--- src/aqpc_pkg.sv ---
package aqpc_pkg;

  // defaults for the top-level parameters
  localparam int FRAC_BITS_DEF   = 16;
  localparam int VALUE_WIDTH_DEF = 32;

  // configuration port
  localparam int CFG_IDX_W  = 3;
  localparam int CFG_DATA_W = 32;

  localparam logic [CFG_IDX_W-1:0] CFG_CODE_BITS    = 3'd0;
  localparam logic [CFG_IDX_W-1:0] CFG_SIGNED_CODES = 3'd1;
  localparam logic [CFG_IDX_W-1:0] CFG_INV_SCALE    = 3'd2;
  localparam logic [CFG_IDX_W-1:0] CFG_SCALE        = 3'd3;
  localparam logic [CFG_IDX_W-1:0] CFG_CODE_OFFSET  = 3'd4;

  // register reset values
  localparam logic        CODE_BITS_RST    = 1'b0;
  localparam logic        SIGNED_CODES_RST = 1'b1;
  localparam logic [31:0] INV_SCALE_RST    = 32'h0001_0000;
  localparam logic [31:0] SCALE_RST        = 32'h0001_0000;
  localparam logic [15:0] CODE_OFFSET_RST  = 16'h0000;

  // operations and code widths
  localparam logic OP_QUANT   = 1'b0;
  localparam logic OP_DEQUANT = 1'b1;
  localparam logic CB_8BIT    = 1'b0;
  localparam logic CB_4BIT    = 1'b1;

  // per-lane code: covers -128..255
  localparam int CODE_W = 9;
  // code minus zero point
  localparam int DIFF_W = 17;
  // integer part of |value| * inv_scale, capped at 2^24
  localparam int Q_W    = 25;
  localparam logic [Q_W-1:0] QCAP = 25'h100_0000;
  // rounding sum
  localparam int N_W    = 27;

  // clip ranges
  localparam logic signed [CODE_W-1:0] CLIP_S8_LO = -9'sd128;
  localparam logic signed [CODE_W-1:0] CLIP_S8_HI = 9'sd127;
  localparam logic signed [CODE_W-1:0] CLIP_U8_LO = 9'sd0;
  localparam logic signed [CODE_W-1:0] CLIP_U8_HI = 9'sd255;
  localparam logic signed [CODE_W-1:0] CLIP_S4_LO = -9'sd8;
  localparam logic signed [CODE_W-1:0] CLIP_S4_HI = 9'sd7;
  localparam logic signed [CODE_W-1:0] CLIP_U4_LO = 9'sd0;
  localparam logic signed [CODE_W-1:0] CLIP_U4_HI = 9'sd15;

  typedef struct packed {
    logic [31:0]               inv_scale;
    logic [31:0]               scale;
    logic signed [15:0]        code_offset;
    logic signed [CODE_W-1:0]  clip_lo;
    logic signed [CODE_W-1:0]  clip_hi;
  } aqpc_cfg_t;

  // stage load strobes
  typedef struct packed {
    logic s1;
    logic s2;
    logic s3;
    logic s4;
  } aqpc_en_t;

  // per-request control carried down the pipe
  typedef struct packed {
    logic op;
    logic has_hi;
  } aqpc_tag_t;

endpackage

--- src/aqpc_lane.sv ---
module aqpc_lane #(
  parameter int FRAC_BITS   = aqpc_pkg::FRAC_BITS_DEF,
  parameter int VALUE_WIDTH = aqpc_pkg::VALUE_WIDTH_DEF
) (
  input  logic                                 clk_i,
  input  aqpc_pkg::aqpc_en_t                   en_i,
  input  aqpc_pkg::aqpc_cfg_t                  cfg_i,
  input  logic signed [VALUE_WIDTH-1:0]        value_i,
  input  logic signed [aqpc_pkg::CODE_W-1:0]   code_i,
  output logic signed [aqpc_pkg::CODE_W-1:0]   code_o,
  output logic signed [VALUE_WIDTH-1:0]        real_o
);

  localparam int RSH  = 2 * FRAC_BITS;
  localparam int DP_W = aqpc_pkg::DIFF_W + 33;
  localparam logic signed [DP_W-1:0] RMAX =
    DP_W'((64'd1 << (VALUE_WIDTH - 1)) - 64'd1);
  localparam logic signed [DP_W-1:0] RMIN = -RMAX - DP_W'(1);

  // stage 1: magnitude, code minus zero point
  logic [VALUE_WIDTH-1:0]               val_u;
  logic                                 neg_d, neg1_q;
  logic [VALUE_WIDTH-1:0]               mag_d, mag_q;
  logic signed [aqpc_pkg::DIFF_W-1:0]   diff_d, diff_q;

  assign val_u  = value_i;
  assign neg_d  = value_i[VALUE_WIDTH-1];
  assign mag_d  = neg_d ? (~val_u + {{(VALUE_WIDTH-1){1'b0}}, 1'b1}) : val_u;
  assign diff_d = $signed({{(aqpc_pkg::DIFF_W-aqpc_pkg::CODE_W){code_i[aqpc_pkg::CODE_W-1]}},
                           code_i}
                          - {cfg_i.code_offset[15], cfg_i.code_offset});

  always_ff @(posedge clk_i) begin
    if (en_i.s1) begin
      neg1_q <= neg_d;
      mag_q  <= mag_d;
      diff_q <= diff_d;
    end
  end

  // stage 2: partial products and dequantize product
  logic [63:0]             mag_ext;
  logic [63:0]             plo_d, plo_q, phi_d, phi_q;
  logic                    neg2_q;
  logic signed [DP_W-1:0]  dprod_d, dprod_q;

  assign mag_ext = 64'(mag_q);
  assign plo_d   = {32'b0, mag_ext[31:0]} * {32'b0, cfg_i.inv_scale};
  assign phi_d   = {32'b0, mag_ext[63:32]} * {32'b0, cfg_i.inv_scale};
  assign dprod_d = $signed({{33{diff_q[aqpc_pkg::DIFF_W-1]}}, diff_q})
                 * $signed({{(DP_W-32){1'b0}}, cfg_i.scale});

  always_ff @(posedge clk_i) begin
    if (en_i.s2) begin
      plo_q   <= plo_d;
      phi_q   <= phi_d;
      neg2_q  <= neg1_q;
      dprod_q <= dprod_d;
    end
  end

  // stage 3: combine limbs, integer part, rounding bits, saturate
  logic [95:0]                    psum, qfull;
  logic [aqpc_pkg::Q_W-1:0]       q_d, q_q;
  logic                           hb_d, hb_q, lz_d, lz_q, neg3_q;
  logic signed [VALUE_WIDTH-1:0]  real_d;

  assign psum  = {phi_q, 32'b0} + {32'b0, plo_q};
  assign qfull = psum >> RSH;
  assign q_d   = (qfull > 96'(aqpc_pkg::QCAP)) ? aqpc_pkg::QCAP : qfull[aqpc_pkg::Q_W-1:0];
  assign hb_d  = psum[RSH-1];
  assign lz_d  = ~|psum[RSH-2:0];

  always_comb begin
    if (dprod_q > RMAX) begin
      real_d = RMAX[VALUE_WIDTH-1:0];
    end else if (dprod_q < RMIN) begin
      real_d = RMIN[VALUE_WIDTH-1:0];
    end else begin
      real_d = dprod_q[VALUE_WIDTH-1:0];
    end
  end

  always_ff @(posedge clk_i) begin
    if (en_i.s3) begin
      q_q    <= q_d;
      hb_q   <= hb_d;
      lz_q   <= lz_d;
      neg3_q <= neg2_q;
      real_o <= real_d;
    end
  end

  // stage 4 logic: add zero point, round half away from zero, clip
  logic signed [aqpc_pkg::N_W-1:0] zp_ext, q_ext, n0, n1, lo_ext, hi_ext, nc;
  logic                            rz, up;

  assign zp_ext = {{(aqpc_pkg::N_W-16){cfg_i.code_offset[15]}}, cfg_i.code_offset};
  assign q_ext  = {{(aqpc_pkg::N_W-aqpc_pkg::Q_W){1'b0}}, q_q};
  assign lo_ext = {{(aqpc_pkg::N_W-aqpc_pkg::CODE_W){cfg_i.clip_lo[aqpc_pkg::CODE_W-1]}},
                   cfg_i.clip_lo};
  assign hi_ext = {{(aqpc_pkg::N_W-aqpc_pkg::CODE_W){cfg_i.clip_hi[aqpc_pkg::CODE_W-1]}},
                   cfg_i.clip_hi};
  assign rz     = !hb_q && lz_q;

  always_comb begin
    if (!neg3_q) begin
      n0 = q_ext + zp_ext;
      up = !n0[aqpc_pkg::N_W-1] ? hb_q : (hb_q && !lz_q);
    end else begin
      n0 = zp_ext - q_ext - {{(aqpc_pkg::N_W-1){1'b0}}, !rz};
      up = !n0[aqpc_pkg::N_W-1] ? (!rz && (!hb_q || lz_q)) : (!rz && !hb_q);
    end
    n1 = n0 + {{(aqpc_pkg::N_W-1){1'b0}}, up};
    if (n1 < lo_ext) begin
      nc = lo_ext;
    end else if (n1 > hi_ext) begin
      nc = hi_ext;
    end else begin
      nc = n1;
    end
  end

  assign code_o = nc[aqpc_pkg::CODE_W-1:0];

endmodule

--- config.mk ---
export PLATFORM = sky130hd
export DESIGN_NAME = aqpc_lane
export DESIGN_NICKNAME = d
export VERILOG_FILES = /design/src/aqpc_pkg.sv /design/src/aqpc_lane.sv
export SDC_FILE = /design/constraint.sdc
export NUM_CORES = 2
export LEC_CHECK = 0
export BUFFER_PORTS_ARGS = -buffer_cell sky130_fd_sc_hd__buf_2
export CELL_PAD_IN_SITES_DETAIL_PLACEMENT = 1
export CELL_PAD_IN_SITES_GLOBAL_PLACEMENT = 2
export CORE_AREA = 5 5 348 419
export CTS_BUF_LIST = sky130_fd_sc_hd__clkbuf_4
export DETAILED_ROUTE_END_ITERATION = 10
export DIE_AREA = 0 0 353 424
export GPL_TIMING_DRIVEN = 0
export PLACE_DENSITY = 0.94
export SYNTH_ARGS = -nofsm -noshare
export SYNTH_HDL_FRONTEND = slang
export SYNTH_SLANG_ARGS = --single-unit
--- constraint.sdc ---
create_clock -name clk_i -period 17.6 [get_ports clk_i]
set_input_delay 2.64 -clock clk_i [delete_from_list [all_inputs] [get_ports clk_i]]
set_output_delay 2.64 -clock clk_i [all_outputs]
set_load 0.02 [all_outputs]
==> run_results.csv <==
group,metric,value,unit
outcome,status,"completed",
die,row_count,152,
route,ant_nets,0,
global_routing,grt_pass1_wl,354000,µm
route,finalWirelength,235000,µm
sta,min_period,15.17,ns
sta,fin_skew,0.0995,ns
placement,portBuffers,183,
synthesis,synth_edf_count,225,
final_layout,area_growth,6.55,%
route,route.detailed.drc,0,
final_layout,fillers,16589,
synthesis,syn-num-nets,8996,
clocking,h-tree-depth,3,
sta,slew_violations,0,
clocking,cts_setup_buffers,0,
die,dieArea,0.150,mm²
clocking,numCtsBuffers,68,
synthesis,yosysSeqAreaShare,10.5,%
clocking,clk_pin_slew,0.07,ns
min_path,hp-class,"reg2reg",
route,wire_per_inst,25.8,µm
route,vias,51003,
critical_path,arrival,12.53,ns
sta,rsz0062_at_grt,"false",
critical_path,crit_required,14.96,ns
die,ios,185,
critical_path,crit_type,"in2out",
synthesis,synthArstFlopShare,0,%
die,die_h,424,µm
synthesis,synthesis.area,0.0645,mm²
sta,fin_tns_setup,0,ns
critical_path,cp-start-kind,"input port",
critical_path,crit_fanout,16,
clocking,clockBufferDepth,3,
die,die_x,353,µm
placement,hpwl,197000,µm
global_routing,grtUsageTotal,31.7,%
clocking,cts_hold_buf,0,
final_layout,drive_gt1_share,4.28,%
global_routing,antenna_found_initial,26,
die,coreArea,0.142,mm²
global_routing,overflow,0,
clocking,clk_latency,1.02,ns
global_routing,grt_max_degree,94,
critical_path,slowest_stage,"nor4b_1",
clocking,cts_tree,"done",
die,initial_utilization,45.6,%
sta,min_period_over_period,86.2,%
sta,setup_viol,0,
final_layout,finalNetCount,9253,
sta,max_freq,65.9,MHz
route,vias_per_cell,5.60,
critical_path,max_stage_delay,0.74,ns
critical_path,regToRegSetupSlack,8.06,ns
route,drt_pass1_iterations,5,
route,drt_iter0_drc,3152,
synthesis,syn_area_per_cell,9.31,µm²
sta,hold_violations,0,
synthesis,synth_cell_types,72,
clocking,clock_sinks,225,
sta,worst_pin_slew,1.46,ns
clocking,cts-root-buf,"clkbuf_4",
synthesis,yosys_warnings,0,
critical_path,end_kind,"output pin",
placement,gp_congestion,0.990,
synthesis,synth-seq-cells,225,
synthesis,netlist_instances,6935,
clocking,cts_resized,0,
global_routing,grt_pass1_vias,58059,
job,maxCapViolations,0,
synthesis,synth_flop_cell,"edfxtp_1",
sta,maxSlewHeadroom,2.89,%
## cell type report
| cell class | count | area, µm² | area share, % |
|---|---|---|---|
| clock buffer | 87 | 653 | 0.950 |
| timing repair buffer | 187 | 995 | 1.45 |
| clock inverter | 32 | 230 | 0.335 |
| inverter | 1440 | 5410 | 7.86 |
| sequential | 225 | 6760 | 9.83 |
| tap | 1848 | 2310 | 3.36 |
| antenna | 11 | 27.5 | 0.0400 |
| multi-input combinational | 4950 | 51200 | 74.4 |
| buffer | 320 | 1200 | 1.75 |
## Yosys cell counts (36+ instances only)
cell type / instances / area (µm²)
edfxtp_1: 225 / 6760
nand2b_1: 70 / 438
nand3_1: 36 / 180
inv_1: 1439 / 5400
clkbuf_1: 317 / 1190
nand2_1: 949 / 3560
ha_1: 568 / 7110
a21o_1: 88 / 661
nor2_1: 127 / 477
xnor2_1: 135 / 1180
fa_1: 1349 / 27000
and2_1: 803 / 5020
nand4_1: 42 / 263
nor3_1: 54 / 270
a21oi_1: 159 / 796
xor2_1: 56 / 490
o21ai_0: 108 / 541
## layer usage
layer  part of all wire, %  GRT usage, %  wire, µm  vias to the layer above
met1                    37          37.3     87500                    26556
met5                 0.056             0       131                        -
met4                   7.2          18.3     16900                       18
met3                   7.0          5.81     16400                      688
met2                    49          54.4    114000                     2043
li1                      -             -         -                    21698
## through the flow
step           hold slack [ns]  instance area [µm²]  instances  setup WS [ns]  utilization (%)
6_report                 0.433                68800       9100           2.43             48.5
5_1_grt                  0.445                68800       9095           1.78             48.5
4_1_cts                  0.437                68700       9089           2.35             48.5
3_5_place_dp             0.432                67900       8970           2.38             47.9
3_3_place_gp             0.411                67800       8966           2.60             47.8
2_1_floorplan            0.400                64500       6935           4.94                -
## sequential cells by signal (all words and copies together) (netlist names)
name     flops
neg1_q       1
plo_q       64
neg2_q       1
real_o      32
lz_q         1
dprod_q     50
diff_q      17
hb_q         1
neg3_q       1
mag_q       32
q_q         25
## cell families after synthesis
family	count (synthesis)	synth area share (%)
and+or+nand+nor	2221	17.3
adders and majority gates	1917	52.9
buffers and inverters	1760	10.2
AOI/OAI and AO/OA	591	6.05
DFF	225	10.5
xor gates and xnor gates	191	2.59
muxes	30	0.471
## critical path, delay by kind of cell
| kind | cells | cell delay [ns] |
|---|---|---|
| xor gates and xnor gates | 1 | 0.28 |
| muxes | 1 | 0.40 |
| adders and majority gates | 5 | 1.61 |
| buffers and inverters | 6 | 1.62 |
| AOI/OAI and AO/OA | 17 | 4.07 |
| and+or+nand+nor | 7 | 1.90 |
## path summary, 6_finish.rpt
| check | start | depth (start not counted) | endpoint |
|---|---|---|---|
| max | cfg_i[33] | 37 | code_o[0] |
| min | plo_q[31] | 0 | hb_q |
| max reg2reg | mag_q[17] | 23 | plo_q[63] |
| min reg2reg | plo_q[31] | 0 | hb_q |
## placed cells by master, fill, tap and decap left out, types with 7 or more instances in the layout
| cell | instances |
|---|---|
| and2_1 | 803 |
| xnor2_1 | 135 |
| clkbuf_4 | 87 |
| ha_1 | 568 |
| inv_1 | 1439 |
| nand3b_1 | 14 |
| o211ai_1 | 22 |
| a221oi_1 | 8 |
| edfxtp_1 | 225 |
| a211oi_1 | 21 |
| xor2_1 | 56 |
| a21o_1 | 88 |
| or4_1 | 11 |
| a21oi_1 | 159 |
| a211o_1 | 10 |
| nand2b_1 | 70 |
| nor3_1 | 54 |
| o21bai_1 | 18 |
| mux2i_1 | 27 |
| diode_2 | 11 |
| nand4_1 | 42 |
| nor2_1 | 127 |
| a41oi_1 | 7 |
| clkbuf_1 | 317 |
| or3_1 | 22 |
| a21boi_0 | 14 |
| o41ai_1 | 9 |
| clkinv_1 | 18 |
| nand3_1 | 36 |
| nor2b_1 | 22 |
| a31oi_1 | 16 |
| fa_1 | 1349 |
| o31ai_1 | 18 |
| and3_1 | 16 |
| buf_2 | 181 |
| o21ai_0 | 107 |
| nor4_1 | 27 |
| nand2_1 | 949 |
| o21a_1 | 29 |
Power is left out: the tool's default activity adds up to more than one toggle a clock period on the data nets, which glitch-free logic cannot reach.
