File: config.mk
export PLATFORM = sky130hd
export DESIGN_NAME = aqpc_merge
export DESIGN_NICKNAME = d
export VERILOG_FILES = /design/src/aqpc_pkg.sv /design/src/aqpc_merge.sv
export SDC_FILE = /design/constraint.sdc
export NUM_CORES = 1
export LEC_CHECK = 0
export BUFFER_PORTS_ARGS = -buffer_cell sky130_fd_sc_hd__buf_2
export CAP_MARGIN = 0
export CORE_AREA = 3 3 67 100
export CTS_CLUSTER_DIAMETER = 50
export CTS_CLUSTER_SIZE = 14
export DETAILED_ROUTE_END_ITERATION = 12
export DIE_AREA = 0 0 70 103
export HOLD_SLACK_MARGIN = 0.03
export PLACE_DENSITY = 0.9
export SYNTH_ARGS = -nofsm -noshare
export SYNTH_HDL_FRONTEND = slang
export SYNTH_SLANG_ARGS = --single-unit
File: constraint.sdc
create_clock -name clk_i -period 1.56 [get_ports clk_i]
set_input_delay 0.234 -clock clk_i [delete_from_list [all_inputs] [get_ports clk_i]]
set_output_delay 0.234 -clock clk_i [all_outputs]
set_load 0.01 [all_outputs]
File: src/aqpc_pkg.sv
package aqpc_pkg;

  // defaults for the top-level parameters
  localparam int FRAC_BITS_DEF   = 16;
  localparam int VALUE_WIDTH_DEF = 32;

  // configuration port
  localparam int CFG_IDX_W  = 3;
  localparam int CFG_DATA_W = 32;

  localparam logic [CFG_IDX_W-1:0] CFG_CODE_BITS    = 3'd0;
  localparam logic [CFG_IDX_W-1:0] CFG_SIGNED_CODES = 3'd1;
  localparam logic [CFG_IDX_W-1:0] CFG_INV_SCALE    = 3'd2;
  localparam logic [CFG_IDX_W-1:0] CFG_SCALE        = 3'd3;
  localparam logic [CFG_IDX_W-1:0] CFG_CODE_OFFSET  = 3'd4;

  // register reset values
  localparam logic        CODE_BITS_RST    = 1'b0;
  localparam logic        SIGNED_CODES_RST = 1'b1;
  localparam logic [31:0] INV_SCALE_RST    = 32'h0001_0000;
  localparam logic [31:0] SCALE_RST        = 32'h0001_0000;
  localparam logic [15:0] CODE_OFFSET_RST  = 16'h0000;

  // operations and code widths
  localparam logic OP_QUANT   = 1'b0;
  localparam logic OP_DEQUANT = 1'b1;
  localparam logic CB_8BIT    = 1'b0;
  localparam logic CB_4BIT    = 1'b1;

  // per-lane code: covers -128..255
  localparam int CODE_W = 9;
  // code minus zero point
  localparam int DIFF_W = 17;
  // integer part of |value| * inv_scale, capped at 2^24
  localparam int Q_W    = 25;
  localparam logic [Q_W-1:0] QCAP = 25'h100_0000;
  // rounding sum
  localparam int N_W    = 27;

  // clip ranges
  localparam logic signed [CODE_W-1:0] CLIP_S8_LO = -9'sd128;
  localparam logic signed [CODE_W-1:0] CLIP_S8_HI = 9'sd127;
  localparam logic signed [CODE_W-1:0] CLIP_U8_LO = 9'sd0;
  localparam logic signed [CODE_W-1:0] CLIP_U8_HI = 9'sd255;
  localparam logic signed [CODE_W-1:0] CLIP_S4_LO = -9'sd8;
  localparam logic signed [CODE_W-1:0] CLIP_S4_HI = 9'sd7;
  localparam logic signed [CODE_W-1:0] CLIP_U4_LO = 9'sd0;
  localparam logic signed [CODE_W-1:0] CLIP_U4_HI = 9'sd15;

  typedef struct packed {
    logic [31:0]               inv_scale;
    logic [31:0]               scale;
    logic signed [15:0]        code_offset;
    logic signed [CODE_W-1:0]  clip_lo;
    logic signed [CODE_W-1:0]  clip_hi;
  } aqpc_cfg_t;

  // stage load strobes
  typedef struct packed {
    logic s1;
    logic s2;
    logic s3;
    logic s4;
  } aqpc_en_t;

  // per-request control carried down the pipe
  typedef struct packed {
    logic op;
    logic has_hi;
  } aqpc_tag_t;

endpackage

File: src/aqpc_merge.sv
module aqpc_merge #(
  parameter int VALUE_WIDTH = aqpc_pkg::VALUE_WIDTH_DEF
) (
  input  logic                                clk_i,
  input  logic                                load_i,
  input  aqpc_pkg::aqpc_tag_t                 tag_i,
  input  logic                                code_bits_i,
  input  logic signed [aqpc_pkg::CODE_W-1:0]  lo_code_i,
  input  logic signed [aqpc_pkg::CODE_W-1:0]  hi_code_i,
  input  logic signed [VALUE_WIDTH-1:0]       lo_real_i,
  input  logic signed [VALUE_WIDTH-1:0]       hi_real_i,
  output logic [7:0]                          code_out_o,
  output logic signed [VALUE_WIDTH-1:0]       real_lo_o,
  output logic signed [VALUE_WIDTH-1:0]       real_hi_o
);

  logic [7:0]                     code_d;
  logic signed [VALUE_WIDTH-1:0]  lo_d, hi_d;

  always_comb begin
    code_d = '0;
    lo_d   = '0;
    hi_d   = '0;
    if (tag_i.op == aqpc_pkg::OP_QUANT) begin
      if (code_bits_i == aqpc_pkg::CB_8BIT) begin
        code_d = lo_code_i[7:0];
      end else begin
        // pack low nibble first; odd tail leaves the upper nibble zero
        code_d = {tag_i.has_hi ? hi_code_i[3:0] : 4'h0, lo_code_i[3:0]};
      end
    end else begin
      lo_d = lo_real_i;
      if (code_bits_i == aqpc_pkg::CB_4BIT) begin
        hi_d = hi_real_i;
      end
    end
  end

  always_ff @(posedge clk_i) begin
    if (load_i) begin
      code_out_o <= code_d;
      real_lo_o  <= lo_d;
      real_hi_o  <= hi_d;
    end
  end

endmodule

==> results of run 1 <==
[metal layers]
| layer | global-route usage | up-vias | part of all wire | wire length, um |
|---|---|---|---|---|
| li1 | - | 906 | - | - |
| met4 | 0.0782 | 0 | 0.012 | 73 |
| met3 | 0.0468 | 6 | 0.075 | 446 |
| met5 | 0 | - | 0 | 0 |
| met1 | 0.177 | 834 | 0.36 | 2160 |
| met2 | 0.283 | 98 | 0.55 | 3270 |
[final timing paths]
check / from / end / slack [ns] / cells past startpoint
max: real_lo_o[5] / real_lo_o[5] / 0.45 / 1
min: lo_real_i[4] / real_lo_o[4] / 0.18 / 2
[logic make-up after synthesis]
kind of cell,after synthesis
flops,72
compound gates,4
simple gates,76
buf+inv,11
[sequential cells by signal (all words and copies together), names as in the netlist]
| register | flops |
|---|---|
| code_out_o | 8 |
| real_hi_o | 32 |
| real_lo_o | 32 |
[where the power goes]
group | total (W) | leakage (nW) | switching [W] | internal (W)
logic | 0.000457 | 0.909 | 0.000243 | 0.000214
clock network | 0.00159 | 0.103 | 0.000683 | 0.000909
registers | 0.00232 | 0.691 | 0.0000334 | 0.00229
total | 0.00437 | 1.70 | 0.000960 | 0.00341
[synthesized netlist by cell type (all sizes together)]
master  instances  area (um2)
nand2b          4        25.0
buf             2        10.0
and2           32         200
a21oi           4        20.0
clkbuf          9        41.3
nand3           4        20.0
nor2b           4        25.0
and3           32         200
edfxtp         72        2160
[per-stage QoR]
step	worst slack [ns]	hold slack (ns)	power, W	instance area [um2]	utilization
final	0.450	0.177	0.00437	3760	0.640
after floorplan	0.784	0.346	0.00254	2700	-
after CTS	0.417	0.152	0.00442	3760	0.640
after detailed placement	0.395	0.520	0.00283	3540	0.603
after global placement	0.439	0.516	0.00280	3540	0.603
after global routing	0.397	0.158	0.00455	3760	0.640
[layout by cell type, fill, tap and decap left out]
master and instances:
clkinvlp_4 2, bufinv_16 2, a21oi_1 4, edfxtp_1 72, nor2b_1 4, buf_12 1, nand3_1 4, clkbuf_1 1
and2_1 32, inv_6 1, and3_1 32, buf_4 2, clkbuf_8 9, nand2b_1 4, buf_2 152, clkinv_4 1
[layout make-up]
cell class	count	area, um2
Timing Repair Buffer	155	796
Clock buffer	10	128
Tap cell	72	90.1
Clock inverter	6	92.6
Multi-Input combinational cell	80	490
Sequential cell	72	2160
Fill cell	474	2110
==> metrics.cfg, run 1 <==
[timing]
final_max_slew_viol_count=0
hold_violations=0
fmax_ghz=0.901
rsz0062_at_grt=no
setup_tns_ns=0
setup-violations-final=0
relSlewSlack=0.669
tightest_slew_ns=0.496
fin_crit_ns=1.11
fin_crit_sh=0.711

[critical_path]
critPathKind=reg -> out
crit_path_start_kind=flop
cp_cell_sequence=buf_2
worstSetupEndpointType=output pin
slowest_delay_ns=0.39
critPathMaxFanout=1
crit_family=flip-flops
critPathSlowestCell=edfxtp_1
cp_num_buf_inv=1
worstPathArrival_ns=0.88
crit_required_ns=1.33

[logic_synthesis]
synthSimpleGateAreaFrac=0.174
synthXorXnorAreaFrac=0
synth_seq_area_share=0.800
synthMuxAreaShare=0
synth-compound-area-share=0.00740
synth_warnings=0
ys_types=10
synth_top_family_by_area=simple AND/OR/NAND/NOR gates
syn_nets=250
synth_area_per_cell_um2=16.6
yosys_register_bits=72
synthCells=163
synth_area_um2=2700
synthAdderAreaFrac=0

[routing]
drc=0
routed_wl_um=5960
vias_per_cell=4.67
vias=1844
wire_per_inst_um=15.1
drt_iter0_markers=179
ant_nets=0
drt_pass1_iterations=4

[placed_design]
gp_congestion=0.714
dp_hpwl_um=4360
port_buffers=152
place_inst=379

[global_routing]
grt_usage=0.160
grt_pass1_wl_um=8610
grt_overflow=0
grt_pass1_vias=1759
grt_max_degree=73
antenna_found_initial=0

[clocking]
post-cts-setup-buffer-count=0
cts-root-buf=clkbuf_8
clock_path_buffers=2
cts_tree=yes
h-tree-depth=3
numClockSinks=72
path_clk_slew_ns=0.08
cts_resized=0
cts.hold.buffers_added=0
numCtsBuffers=9

[die]
dieArea_um2=7210
dieHeight_um=103
std_cell_rows=34
die_x_um=70
initial_core_util=0.461
io_pins=159
coreArea_um2=5870

[finish]
fin_cells=395
num-nets-final=405
syn_to_final_growth_pct=39.0
drive_gt1_frac=0.526
n_antenna_cell=0

[flow_run]
drv_cap=0

[power]
ir_worst_vdd_uv=648
powerDensity_nw_per_um2=1160
p_leak_nw=1.70

[worst_hold_path]
hold_class=in -> reg

[run_status]
status=complete, no violations

No activity file was read; power rests on OpenSTA's default activity.
==> inputs of run 2 (changes only) <==
Settings changed: ABC_AREA set to 1, CORE_AREA 3 3 67 100 to 3 3 73 109, DIE_AREA 0 0 70 103 to 0 0 76 112, PLACE_DENSITY 0.9 to 0.83.
Clock period 1.56 ns to 1 ns, I/O delays scaled along.
==> run 2 against run 1 <==
The run now ends with negative setup slack left. Core utilization down 10 points. Critical endpoint is now real_hi_o[20]. Critical path depth unchanged. Sequential share of layout area shrank 1.6 points. Clock-buffer cell count grew 2. Non-clock buffer count increased by 2. Worst setup slack got worse by 0.47 ns. Largest power group unchanged. Wire length decreased by 2.0%. Sequential power rose by 56%. Global-route usage shrank 1.8 points. Highest routed layer unchanged. Power is 42% higher.
==> metrics.cfg, run 2 <==
[finish]
n_antenna_cell=0  ; unchanged
final_common_cell=buf_2
reg_top3=real_hi_o: 32 flops, real_lo_o: 32 flops, code_out_o: 8 flops
drive_gt1_frac=0.453  ; -0.0734
final_cell_mix=buf_2, edfxtp_1, inv_1, nand2_1, nor2_1
num-nets-final=477  ; +18%
syn_to_final_growth_pct=37.1
utilization=0.539  ; -0.102

[logic_synthesis]
synth_edf_count=72  ; unchanged
yosys_register_bits=72  ; unchanged
synthMostInstantiatedCell=edfxtp_1
synthAdderAreaFrac=0  ; unchanged
synth_top_area_share=0.766  ; -0.0333
synth_flop_cell=edfxtp_1
synth_area_um2=2820  ; +4.3%
synth_seq_area_share=0.766  ; -0.0333
synthSimpleGateAreaFrac=0.114  ; -0.0600
synth_area_per_cell_um2=12.3  ; -26%
synthTopCellsByArea=edfxtp_1, inv_1, nand2_1
synth_top_family_by_area=simple AND/OR/NAND/NOR gates
synth-compound-area-share=0.00710  ; -0.000309
synth.top_cells.by_count=edfxtp_1, inv_1, nand2_1, nor2_1, nor2_2
synthXorXnorAreaFrac=0  ; unchanged
syn_nets=317  ; +27%
synthCells=230  ; +41%
synth_warnings=0  ; unchanged
yosys.area.top_type=edfxtp_1
async_flop_share=0  ; unchanged
synthMuxAreaShare=0  ; unchanged
ys_types=10  ; unchanged

[timing]
final_max_slew_viol_count=0  ; unchanged
tightest_slew_ns=0.271  ; -0.225 ns
rsz0062_at_grt=yes
setup-violations-final=12  ; +12
hold_violations=0  ; unchanged
holdWs_ns=0.0667  ; -0.110 ns
relSlewSlack=0.819  ; +0.150
fin_crit_sh=1.02
fin_crit_ns=1.02
setup_slack_ns=-0.0212  ; -0.472 ns
fmax_ghz=0.979

[global_routing]
grt_max_degree=38  ; -48%
antenna_found_initial=0  ; unchanged
grt_pass1_vias=1886  ; +7.2%
grt_pass1_wl_um=9060  ; +5.2%
grt_usage=0.142  ; -0.0179
grt_overflow=0  ; unchanged

[clocking]
cts_tree=yes
clock_path_buffers=2  ; unchanged
cts-root-buf=clkbuf_8
cts_resized=0  ; unchanged
numCtsBuffers=9  ; unchanged
numClockSinks=72  ; unchanged
path_clk_slew_ns=0.07  ; about the same
h-tree-depth=3  ; unchanged

[critical_path]
crit_required_ns=0.85  ; -0.48 ns
critPathMaxFanout=1  ; unchanged
cp_num_buf_inv=1  ; unchanged
cp_cell_sequence=buf_2
crit_path_start_kind=flop
worstSetupEndpointType=output pin
critPathKind=reg -> out
crit_family=flip-flops
slowest_delay_ns=0.38  ; about the same
critPathSlowestCell=edfxtp_1
worstPathArrival_ns=0.87  ; about the same
setup.worst_path.start=real_hi_o[20]

[flow_run]
drv_cap=0  ; unchanged

[die]
dieHeight_um=112  ; +8.7%
dieArea_um2=8510  ; +18%
initial_core_util=0.393  ; -0.0676
die_x_um=76  ; +8.6%
io_pins=159  ; unchanged
std_cell_rows=38  ; +12%
coreArea_um2=7180  ; +22%

[power]
ir_worst_vdd_uv=820  ; +27%
p_leak_nw=2.01  ; +18%
powerDensity_nw_per_um2=1600  ; +38%
fin_total_pwr_w=0.00619  ; +42%

[routing]
wire_per_inst_um=11.8  ; -21%
vias=2041  ; +11%
drc=0  ; unchanged
drt_iter0_markers=110  ; -39%
drt_pass1_iterations=4  ; unchanged
routed_wl_um=5840  ; -2.0%
vias_per_cell=4.14  ; -11%
ant_nets=0  ; unchanged

[run_status]
status=finished with violations
violations=negative setup slack

[placed_design]
gp_congestion=0.696  ; -2.5%
port_buffers=152  ; unchanged
dp_slack_ns=0.0961  ; -0.299 ns
dp_hpwl_um=4440  ; +1.9%

[worst_hold_path]
hold_class=in -> reg
min-delay-start=lo_real_i[10]

## run 2: cell types whose count changed after synthesis, sizes merged
cell    before  now
nor2b        4    0
inv          0   69
and3        32    0
buf          2    8
clkbuf       9    0
nand2b       4    0
nor2         0   36
nand2        0   37
and2        32    0
## run 2: path summary, 6_finish.rpt
check | cells past startpoint | to | slack [ns]
worst min-delay path | 3 | real_lo_o[10] | 0.07
worst max-delay path | 1 | real_hi_o[20] | -0.02
## run 2: routing by layer
layer / vias up / track usage / wire length (um) / part of all wire
met5: - / 0 / 0 / 0
li1: 1016 / - / - / -
met4: 0 / 0.106 / 201 / 0.034
met2: 89 / 0.239 / 3100 / 0.53
met3: 13 / 0.0372 / 418 / 0.072
met1: 923 / 0.153 / 2110 / 0.36
## run 2: what timing repair did
action                                  4_1_cts  5_1_grt
setup buffers                                 0        0
endpoints found under the hold margin         0        0
pin swaps                                     0        0
hold buffers                                  0        0
endpoints found under the setup margin       66       72
## run 2: power by group
group | total (W) | internal (W) | switching [W]
Clock | 0.00181 | 0.000863 | 0.000948
Combinational | 0.000763 | 0.000335 | 0.000428
Sequential | 0.00362 | 0.00357 | 0.0000492
## run 2: layout make-up
class	count	area, um2
Tap cell	100	125
Sequential cell	72	2160
Multi-Input combinational cell	81	342
Timing Repair Buffer	157	836
Inverter	69	259
Fill cell	602	3310
Clock inverter	2	8.76
Clock buffer	12	135
## run 2: cell families (layout without fill, tap and decap cells)
family	Yosys count	after routing
AO/OA/AOI/OAI	4	4
buffers and inverters	77	240
flip-flops	72	72
AND/OR/NAND/NOR	77	77
## run 2: per-stage QoR
step | std cells | TNS, ns | area (um2)
floorplan | 230 | 0 | 2820
global placement | 479 | 0 | 3720
detailed placement | 479 | 0 | 3720
CTS | 493 | -1.48 | 3870
global route | 493 | -2.66 | 3870
finish | 493 | -0.112 | 3870
